<file path="config.mk">
export PLATFORM = sky130hd
export DESIGN_NAME = swtm_div
export DESIGN_NICKNAME = d
export VERILOG_FILES = /design/src/sv/swtm_div.sv
export SDC_FILE = /design/constraint.sdc
export NUM_CORES = 1
export LEC_CHECK = 0
export BUFFER_PORTS_ARGS = -buffer_cell sky130_fd_sc_hd__buf_2
export CAP_MARGIN = 25
export CORE_MARGIN = 4
export CORE_UTILIZATION = 48
export DETAILED_ROUTE_END_ITERATION = 10
export PLACE_DENSITY = 0.8
export SLEW_MARGIN = 15
export SYNTH_ARGS = -nofsm -noshare
export SYNTH_HDL_FRONTEND = slang
export SYNTH_SLANG_ARGS = --single-unit
export TNS_END_PERCENT = 100
</file>
<file path="constraint.sdc">
create_clock -name clock -period 4.15 [get_ports clock]
set_clock_uncertainty 0.1 [all_clocks]
set_input_delay 0.6225 -clock clock [delete_from_list [all_inputs] [get_ports clock]]
set_output_delay 0.6225 -clock clock [all_outputs]
set_load 0.02 [all_outputs]
</file>
<file path="src/sv/swtm_div.sv">
`timescale 1ns / 1ps
// Radix-2 restoring divider, one quotient bit per cycle.
module swtm_div (
   input  logic        clock,
   input  logic        reset,
   input  logic        start,
   input  logic [31:0] dividend,
   input  logic [15:0] divisor,
   output logic        busy,
   output logic [31:0] quotient
);

   logic        busy_ff;
   logic [4:0]  cnt_ff;
   logic [15:0] rem_ff;
   logic [31:0] quo_ff;
   logic [16:0] rem_sh;
   logic [16:0] diff;
   logic        fits;

   always_comb begin
      rem_sh = {rem_ff, quo_ff[31]};
      diff   = rem_sh - {1'b0, divisor};
      fits   = rem_sh >= {1'b0, divisor};
   end

   always_ff @(posedge clock) begin
      if (reset) begin
         busy_ff <= 1'b0;
         cnt_ff  <= '0;
      end else if (start) begin
         busy_ff <= 1'b1;
         cnt_ff  <= '0;
         rem_ff  <= '0;
         quo_ff  <= dividend;
      end else if (busy_ff) begin
         rem_ff <= fits ? diff[15:0] : rem_sh[15:0];
         quo_ff <= {quo_ff[30:0], fits};
         cnt_ff <= cnt_ff + 5'd1;
         if (cnt_ff == 5'd31) begin
            busy_ff <= 1'b0;
         end
      end
   end

   assign busy     = busy_ff;
   assign quotient = quo_ff;

endmodule

</file>
## After elaboration in Yosys (flattened, before gate mapping)

Index checks and enable logic that the tools add are counted.

| cells by class | value |
|---|---|
| add/subtract/negate cells | 2 |
| multiply operators | 0 |
| div/mod/pow operators | 0 |
| order comparisons | 1 |
| equal/unequal tests | 1 |
| shifts and indexed selects | 0 |
| multiplexer cells | 7 |
| bitwise logic cells | 1 |
| reduce and logical (&&, ||, !) cells | 3 |

Operators by type and width:

| cell | count |
|---|---|
| $mux W32 | 2 |
| $mux W16 | 2 |
| $ge A17 B16 Y1 | 1 |
| $sub A16 B16 Y16 | 1 |
| $add A5 B1 Y5 const B | 1 |
| $eq A5 B5 Y1 const B | 1 |
| $mux W1 | 3 |
| $reduce_and A2 Y1 | 1 |
| $reduce_bool A2 Y1 | 1 |
| $reduce_or A2 Y1 | 1 |
| $not A1 Y1 | 1 |

| word-level totals | value |
|---|---|
| flip-flop bits (word level) | 54 |
| bits in latches | 0 |
| memory bits (writable) | 0 |
| memory bits (read-only) | 0 |
| input port bits | 51 |
| output and inout port bits | 33 |
| logic and storage cells | 19 |
| memories | 0 |

## Depth between registers and ports, before layout

Gate-level depths: netlist (run 1).

| depth | value |
|---|---|
| word-level depth | 4 |
| mapped depth | 10 |
| depth with buffers taken out | 10 |

## Worst setup path after synthesis (run 1)

OpenSTA, ideal clock, no wires.

| timing path | value |
|---|---|
| path type | input port to flip-flop |
| start point | input start |
| end point | register quo_ff[0], in the netlist quotient[0] (enable) |
| setup time | 454 ps |
| data arrival time | 3372 ps |
| data required time | 3596 ps |
| slack | 224 ps |
| stages | 4 |
| path buffers | 2 |
| cell sequence | clkbuf_1 > clkbuf_1 > nor2_1 > nor2_1 |

| between the ends | value |
|---|---|
| word-level cells in the longest chain between the ends | 2 |

Ends and longest elaborated chain:

| element | line | text |
|---|---|---|
| start: declaration | 6 | `input logic start,` |
| $reduce_bool A2 Y1 (no line) | n/a |  |
| $reduce_and A2 Y1 (no line) | n/a |  |
| end signal: assignment | 35 | `quo_ff <= dividend;` |
| end signal: assignment | 38 | `quo_ff <= {quo_ff[30:0], fits};` |
| end: declaration | 16 | `logic [31:0] quo_ff;` |

Every way passes these cells.
A chain may end at the register's enable or synchronous reset.

## Worst setup path in the final report (run 1)

| timing path | value |
|---|---|
| start point | input divisor[1] |
| end point | register quo_ff[0], in the netlist quotient[0], data pin |

| between the ends | value |
|---|---|
| word-level cells in the longest chain between the ends | 3 |

Ends and longest elaborated chain:

| element | line | text |
|---|---|---|
| start: declaration | 8 | `input logic [15:0] divisor,` |
| $ge A17 B16 Y1 | 24 | `fits = rem_sh >= {1'b0, divisor};` |
| $mux W32 | 36 | `end else if (busy_ff) begin` |
| $mux W32 | 31 | `end else if (start) begin` |

Every way passes these cells. The select of a mux whose other input is x is not followed.

==> run_summary.xml, run 1 <==
<?xml version="1.0" encoding="UTF-8"?>
<metrics>
  <group name="pwr">
    <metric name="max-vdd-ir-drop" unit="mV">0.230</metric>
    <metric name="power_per_cell_area" unit="mW/mm^2">361</metric>
    <metric name="cellLeakagePower" unit="nW">1.66</metric>
  </group>
  <group name="clock_network">
    <metric name="cts_resizes" unit="">0</metric>
    <metric name="cts_htree_levels" unit="">2</metric>
    <metric name="cts.repair_timing.setup_buffer_count" unit="">0</metric>
    <metric name="insertion_delay" unit="ps">310</metric>
    <metric name="clk_pin_slew_worst_paths" unit="ps">100</metric>
    <metric name="cts_inserted_buffers" unit="">5</metric>
    <metric name="clock-sinks" unit="">54</metric>
    <metric name="cts.path.max_buffers" unit="">2</metric>
    <metric name="cts_tree" unit="">yes</metric>
    <metric name="cts_root_buffer" unit="">clkbuf_8</metric>
    <metric name="cts.hold.buffers_added" unit="">0</metric>
  </group>
  <group name="worst_setup_path">
    <metric name="cp_num_buf_inv" unit="">2</metric>
    <metric name="crit_end_category" unit="">flip-flop</metric>
    <metric name="r2r_end" unit="">quotient[0]$_DFFE_PP_</metric>
    <metric name="reg2reg_from" unit="">rem_ff[0]$_SDFFCE_PP0P_</metric>
    <metric name="cp_max_fo" unit="">22</metric>
    <metric name="reg2reg_setup_slack" unit="ps">1510</metric>
    <metric name="crit_arrival" unit="ps">2650</metric>
    <metric name="timing.critical_path.slowest_cell_delay" unit="ps">400</metric>
    <metric name="critical-path-slowest-cell" unit="">a21o_2</metric>
    <metric name="critical_path.startpoint_type" unit="">primary input</metric>
    <metric name="critPathTopFamily" unit="">compound AO/OA/AOI/OAI gates</metric>
    <metric name="chain_of_cells_forming_the_critical_path" unit="">buf_2, inv_1, ha_1, or2b_1, a21oi_2, o41ai_2, o311ai_1, a21o_2, mux2_2</metric>
    <metric name="worst_ep_required_time" unit="ps">4130</metric>
    <metric name="worstRegToRegCells" unit="">7</metric>
    <metric name="critical_setup_path_class" unit="">primary input to flip-flop</metric>
  </group>
  <group name="synthesis">
    <metric name="netlist-cell-type-count" unit="">47</metric>
    <metric name="synthesized_instance_count" unit="">276</metric>
    <metric name="ys_ff_latch" unit="">54</metric>
    <metric name="synth_enable_flop_cells" unit="">48</metric>
    <metric name="synth.top_cell.area_share" unit="%">45.1</metric>
    <metric name="seq_area_frac_synth" unit="%">48.8</metric>
    <metric name="ys_async_sr_fraction" unit="%">0</metric>
    <metric name="synthesis.area" unit="mm^2">0.00320</metric>
    <metric name="ys.flop_type" unit="">edfxtp_1</metric>
    <metric name="synth_largest_area_cell" unit="">edfxtp_1</metric>
    <metric name="post_synth_main_area_contributors" unit="">edfxtp_1 (45%), mux2_2 (11%), ha_1 (7.0%)</metric>
    <metric name="ys.warnings.count" unit="">0</metric>
    <metric name="net_count_after_synthesis" unit="">346</metric>
    <metric name="syn-mean-instance-area" unit="um^2">11.6</metric>
  </group>
  <group name="drt">
    <metric name="total_number_of_vias" unit="">2400</metric>
    <metric name="drcViolationCount" unit="">0</metric>
    <metric name="drt_first_pass_iters" unit="">4</metric>
    <metric name="wl" unit="um">6670</metric>
    <metric name="drc_violation_total_after_the_first_tritonroute_iteration" unit="">152</metric>
    <metric name="antenna_violating_nets_post_route" unit="">0</metric>
    <metric name="via_per_inst" unit="">5.53</metric>
    <metric name="avgRoutedWirePerCell" unit="um">15.4</metric>
  </group>
  <group name="sta">
    <metric name="relSlewSlack" unit="%">54.1</metric>
    <metric name="finalMaxSlewViolations" unit="">0</metric>
    <metric name="setup-tns-final" unit="ps">0</metric>
    <metric name="final_count_of_negative_setup_slack_endpoints" unit="">0</metric>
    <metric name="min_period_over_period" unit="%">64.5</metric>
    <metric name="max_slew.worst_pin.slew" unit="ps">687</metric>
    <metric name="setup_repair_after_global_routing_missed_its_margin" unit="">false</metric>
    <metric name="finalHoldViolations" unit="">0</metric>
    <metric name="hold-worst-slack" unit="ps">451</metric>
    <metric name="timing.final.crit_period" unit="ps">2680</metric>
    <metric name="highest_attainable_clock_frequency" unit="MHz">374</metric>
  </group>
  <group name="die">
    <metric name="core_region_area" unit="mm^2">0.00642</metric>
    <metric name="starting_density_of_the_core" unit="%">49.8</metric>
    <metric name="pin_count" unit="">84</metric>
    <metric name="rows" unit="">29</metric>
    <metric name="dieHeight" unit="um">89.6</metric>
    <metric name="die_w" unit="um">89.6</metric>
    <metric name="dieArea" unit="mm^2">0.00804</metric>
  </group>
  <group name="status">
    <metric name="run_status" unit="">complete, no violations</metric>
  </group>
  <group name="grt">
    <metric name="globalRouteTotalUtil" unit="%">17.4</metric>
    <metric name="grt_antenna_before_repair" unit="">1</metric>
    <metric name="grt_first_pass_wirelength" unit="um">10800</metric>
    <metric name="total_gr_overflow" unit="">0</metric>
    <metric name="grt_pass1_vias" unit="">2356</metric>
    <metric name="grt_start_max_net_pins" unit="">55</metric>
  </group>
  <group name="finish">
    <metric name="syn_to_final_growth" unit="%">17.8</metric>
    <metric name="fraction_of_final_layout_cells_with_drive_strength_greater_than_1" unit="%">37.3</metric>
    <metric name="nFillCells" unit="">531</metric>
    <metric name="nets" unit="">426</metric>
    <metric name="antenna-diode-count" unit="">0</metric>
  </group>
  <group name="hold_path">
    <metric name="hold-path-endpoint" unit="">cnt_ff[4]$_SDFFE_PP0P_</metric>
    <metric name="holdCritStartpoint" unit="">cnt_ff[4]$_SDFFE_PP0P_</metric>
    <metric name="holdPathStages" unit="">2</metric>
    <metric name="holdCritPathClass" unit="">flip-flop to flip-flop</metric>
  </group>
  <group name="placed_design">
    <metric name="hpwlAfterDp" unit="um">4930</metric>
    <metric name="port_buf_inserts" unit="">83</metric>
    <metric name="placer_congestion" unit="">0.806</metric>
  </group>
  <group name="flow_run">
    <metric name="cap_viol_max_count" unit="">0</metric>
  </group>
</metrics>
per-stage QoR:
step	instances	worst slack, ps	area (um^2)	total power, mW	utilization [%]
after floorplan	276	224	3200	0.964	-
after global placement	426	1210	3670	1.04	57.2
after detailed placement	426	1160	3670	1.06	57.2
after CTS	434	1490	3770	1.37	58.7
after global routing	434	1300	3770	1.44	58.7
final	434	1470	3770	1.36	58.7
worst max-delay path by stage:
stage,slack [ps],from,end,cells after the start
floorplan,220,start,quotient[0]$_DFFE_PP_,4
global placement,1210,divisor[1],quotient[0]$_DFFE_PP_,9
CTS,1490,divisor[1],quotient[0]$_DFFE_PP_,9
global route,1300,rem_ff[1]$_SDFFCE_PP0P_,rem_ff[5]$_SDFFCE_PP0P_,8
detailed placement,1160,divisor[1],quotient[0]$_DFFE_PP_,9
finish,1470,divisor[1],quotient[0]$_DFFE_PP_,9
Yosys cell counts (all sizes together), types with 2 or more instances:
cell type,count
o21a,5
a31oi,2
a21oi,13
nand2b,2
ha,18
clkbuf,9
mux2i,10
nor2,21
inv,20
mux2,32
nand3,4
a211oi,6
dfxtp,6
xnor2,10
xor2,4
buf,3
edfxtp,48
nand4,4
nand2,16
a21o,8
nor2b,2
nor3,7
o21ai,7
o211ai,2
layer usage:
layer | wire (um) | share of wire (%) | vias up | global-route usage (%)
li1 | - | - | 1183 | -
met1 | 2850 | 43 | 1124 | 22.6
met2 | 3150 | 47 | 83 | 28.1
met3 | 568 | 8.5 | 8 | 5.47
met4 | 78 | 1.2 | 2 | 4.74
met5 | 13 | 0.20 | - | 0
state kept, by name, summed over array words and instances (netlist names):
| name | count |
|---|---|
| quotient | 32 |
| rem_ff | 16 |
| cnt_ff | 5 |
| busy | 1 |
power by group:
group          total [mW]  internal [mW]  switching [mW]  leakage, nW
Sequential          0.667          0.645          0.0216        0.510
Clock               0.319          0.139           0.181       0.0489
Combinational       0.376          0.168           0.208         1.10
Total                1.36          0.952           0.410         1.66
worst reg2reg max path, cell delays in order, from the launching register on:
cell and delay, ps:
edfxtp_1 430, ha_1 310, or2b_1 190, a21oi_2 70
o41ai_2 380, o311ai_1 180, a21o_2 400, mux2_2 340
area by class of cell:
| class | instances | area [um^2] | share of cell area, % |
|---|---|---|---|
| flip-flops and latches | 54 | 1560 | 41.4 |
| multi-input cells | 190 | 1510 | 40.1 |
| repair buffers | 85 | 430 | 11.4 |
| well taps | 77 | 96.3 | 2.56 |
| clock buffers | 7 | 86.3 | 2.29 |
| inverters | 20 | 75.1 | 1.99 |
| clock inverters | 1 | 8.76 | 0.232 |
kinds of logic (layout without fill, tap and decap cells):
group / count (synthesis) / in the layout / share of synthesized area, %
fa+ha+maj: 19 / 19 / 7.67
buf+inv: 32 / 113 / 4.22
simple gates: 61 / 61 / 8.80
compound gates: 54 / 54 / 12.3
xor+xnor: 14 / 14 / 3.83
mux: 42 / 42 / 14.4
flops: 54 / 54 / 48.8
placed cells by master, fill, tap and decap left out, types with 5 or more instances in the layout:
| cell type | count |
|---|---|
| buf_2 | 83 |
| edfxtp_1 | 48 |
| mux2_2 | 32 |
| inv_1 | 20 |
| nor2_1 | 20 |
| ha_1 | 18 |
| nand2_1 | 16 |
| a21oi_1 | 12 |
| mux2i_1 | 10 |
| xnor2_1 | 10 |
| a21o_1 | 7 |
| nor3_1 | 7 |
| o21ai_0 | 6 |
| dfxtp_1 | 6 |
| clkbuf_8 | 6 |
| o21a_1 | 5 |
No activity file was read; power rests on OpenSTA's default activity.
==> run 2, diff against run 1 <==
CORE_UTILIZATION = 50   (was 48)
PLACE_DENSITY = 0.79   (was 0.8)
clock period = 2.7 ns   (was 4.15 ns; I/O delays follow)
==> run_summary.xml, run 2 (same netlist as run 1, synthesis figures left out) <==
<?xml version="1.0" encoding="UTF-8"?>
<metrics>
  <group name="status">
    <metric name="run_status" unit="">complete, no violations</metric>
  </group>
  <group name="worst_setup_path">
    <metric name="crit_arrival" unit="ps">2510</metric>
    <metric name="critical_path.startpoint_type" unit="">flip-flop</metric>
    <metric name="cp_max_fo" unit="">22</metric>
    <metric name="chain_of_cells_forming_the_critical_path" unit="">ha_1, or2b_1, a21oi_2, o41ai_2, o311ai_1, a21o_4, mux2i_1, nor2_1</metric>
    <metric name="critical_setup_path_class" unit="">flip-flop to flip-flop</metric>
    <metric name="critical-path-slowest-cell" unit="">edfxtp_1</metric>
    <metric name="timing.critical_path.slowest_cell_delay" unit="ps">450</metric>
    <metric name="crit_end_category" unit="">flip-flop</metric>
    <metric name="worst_ep_required_time" unit="ps">2640</metric>
  </group>
  <group name="pwr">
    <metric name="p_seq_share" unit="%">46.8</metric>
    <metric name="finalPower" unit="mW">2.20</metric>
    <metric name="cellLeakagePower" unit="nW">1.70</metric>
    <metric name="cellInternalPower" unit="mW">1.55</metric>
    <metric name="power_per_cell_area" unit="mW/mm^2">568</metric>
    <metric name="power_frac_comb" unit="%">28.0</metric>
    <metric name="max-vdd-ir-drop" unit="mV">0.334</metric>
    <metric name="netSwitchingPower" unit="uW">647</metric>
    <metric name="power.share.switching" unit="%">29.5</metric>
    <metric name="power_frac_clock" unit="%">25.2</metric>
  </group>
  <group name="sta">
    <metric name="finalHoldViolations" unit="">0</metric>
    <metric name="finalMaxSlewViolations" unit="">0</metric>
    <metric name="min_period_over_period" unit="%">95.0</metric>
    <metric name="max_slew.worst_pin.slew" unit="ps">642</metric>
    <metric name="highest_attainable_clock_frequency" unit="MHz">390</metric>
    <metric name="timing.final.crit_period" unit="ps">2560</metric>
    <metric name="relSlewSlack" unit="%">57.2</metric>
    <metric name="final_count_of_negative_setup_slack_endpoints" unit="">0</metric>
    <metric name="hold-worst-slack" unit="ps">281</metric>
    <metric name="setup-tns-final" unit="ps">0</metric>
  </group>
  <group name="finish">
    <metric name="regArea" unit="mm^2">0.00156</metric>
    <metric name="multi_input_comb_area" unit="mm^2">0.00153</metric>
    <metric name="final_cell_count_without_fillers" unit="">439</metric>
    <metric name="mostFrequentLayoutCells" unit="">buf_2 (83), edfxtp_1 (48), mux2_2 (32)</metric>
    <metric name="largest_register_ffs" unit="">32</metric>
    <metric name="nets" unit="">433</metric>
    <metric name="most_common_library_cell_in_the_layout_ignoring_fill_and_taps" unit="">buf_2</metric>
    <metric name="finalCoreUtilization" unit="%">63.7</metric>
    <metric name="antenna-diode-count" unit="">0</metric>
    <metric name="fraction_of_final_layout_cells_with_drive_strength_greater_than_1" unit="%">39.0</metric>
    <metric name="nFillCells" unit="">505</metric>
    <metric name="syn_to_final_growth" unit="%">20.7</metric>
  </group>
  <group name="die">
    <metric name="dieArea" unit="mm^2">0.00774</metric>
    <metric name="pin_count" unit="">84</metric>
    <metric name="starting_density_of_the_core" unit="%">52.8</metric>
    <metric name="core_region_area" unit="mm^2">0.00606</metric>
    <metric name="dieHeight" unit="um">88.0</metric>
    <metric name="die_w" unit="um">88.0</metric>
    <metric name="rows" unit="">28</metric>
  </group>
  <group name="grt">
    <metric name="total_gr_overflow" unit="">0</metric>
    <metric name="grt_first_pass_wirelength" unit="um">11800</metric>
    <metric name="grt_pass1_vias" unit="">2485</metric>
    <metric name="grt_start_max_net_pins" unit="">55</metric>
    <metric name="grt_antenna_before_repair" unit="">0</metric>
    <metric name="globalRouteTotalUtil" unit="%">19.6</metric>
  </group>
  <group name="drt">
    <metric name="drc_violation_total_after_the_first_tritonroute_iteration" unit="">88</metric>
    <metric name="wl" unit="um">7080</metric>
    <metric name="drcViolationCount" unit="">0</metric>
    <metric name="antenna_violating_nets_post_route" unit="">0</metric>
    <metric name="drt_first_pass_iters" unit="">4</metric>
    <metric name="via_per_inst" unit="">5.60</metric>
    <metric name="total_number_of_vias" unit="">2459</metric>
    <metric name="avgRoutedWirePerCell" unit="um">16.1</metric>
  </group>
  <group name="flow_run">
    <metric name="cap_viol_max_count" unit="">0</metric>
  </group>
  <group name="hold_path">
    <metric name="holdCritPathClass" unit="">primary input to flip-flop</metric>
  </group>
  <group name="placed_design">
    <metric name="port_buf_inserts" unit="">83</metric>
    <metric name="hpwlAfterDp" unit="um">5360</metric>
    <metric name="numPlacedInstances" unit="">431</metric>
    <metric name="placer_congestion" unit="">0.878</metric>
  </group>
  <group name="clock_network">
    <metric name="clk_pin_slew_worst_paths" unit="ps">100</metric>
    <metric name="cts_inserted_buffers" unit="">5</metric>
    <metric name="cts.repair_timing.setup_buffer_count" unit="">0</metric>
    <metric name="clock-sinks" unit="">54</metric>
    <metric name="insertion_delay" unit="ps">310</metric>
    <metric name="cts_htree_levels" unit="">2</metric>
    <metric name="cts_root_buffer" unit="">clkbuf_8</metric>
    <metric name="cts.path.max_buffers" unit="">2</metric>
    <metric name="cts_tree" unit="">yes</metric>
  </group>
</metrics>
-- run 2: path summary, 6_finish.rpt --
path / to / cells past startpoint / startpoint / slack [ps]
setup / recovery: rem_ff[11]$_SDFFCE_PP0P_ / 8 / rem_ff[0]$_SDFFCE_PP0P_ / 140
hold / removal: cnt_ff[2]$_SDFFE_PP0P_ / 2 / reset / 280
setup reg to reg: rem_ff[11]$_SDFFCE_PP0P_ / 8 / rem_ff[0]$_SDFFCE_PP0P_ / 140
hold reg to reg: cnt_ff[3]$_SDFFE_PP0P_ / 2 / cnt_ff[3]$_SDFFE_PP0P_ / 460
-- run 2: through the flow --
stage	area (um^2)	setup slack, ps
2_1_floorplan	3210	221
3_3_place_gp	3740	30.3
3_5_place_dp	3740	-30.4
4_1_cts	3850	63.3
5_1_grt	3860	-5.33
6_report	3860	135
-- run 2: layout make-up --
cell class                      instances  area share [%]
Timing Repair Buffer                   92            12.8
Tap cell                               75            2.43
Inverter                               20            1.94
Clock buffer                            6            1.88
Clock inverter                          2           0.972
Sequential cell                        54            40.4
Multi-Input combinational cell        190            39.5
-- run 2: worst max-delay path, delay by kind of cell (launching register included) --
family	cells	cell delay [ps]
flops	1	450
simple gates	2	250
mux	1	190
fa+ha+maj	1	310
compound gates	4	970
-- run 2: metal layers --
layer  track usage [%]  share of wire [%]
met1              25.5                 45
met2              31.2                 45
met3              7.34                8.9
met4              4.60               0.92
met5                 0                  0
-- run 2: what timing repair did --
item	4_1_cts	5_1_grt
hold buffers	0	0
endpoints found under the setup margin	0	16
resized for setup	0	4
-- run 2: power groups by stage --
stage / Clock [mW] / Combinational (mW) / Sequential [mW]
5_1_grt: 0.607 / 0.677 / 1.04
4_1_cts: 0.567 / 0.608 / 1.03
3_3_place_gp: 0 / 0.588 / 1.04
3_5_place_dp: 0 / 0.604 / 1.05
2_1_floorplan: 0 / 0.405 / 1.08
6_report: 0.554 / 0.614 / 1.03
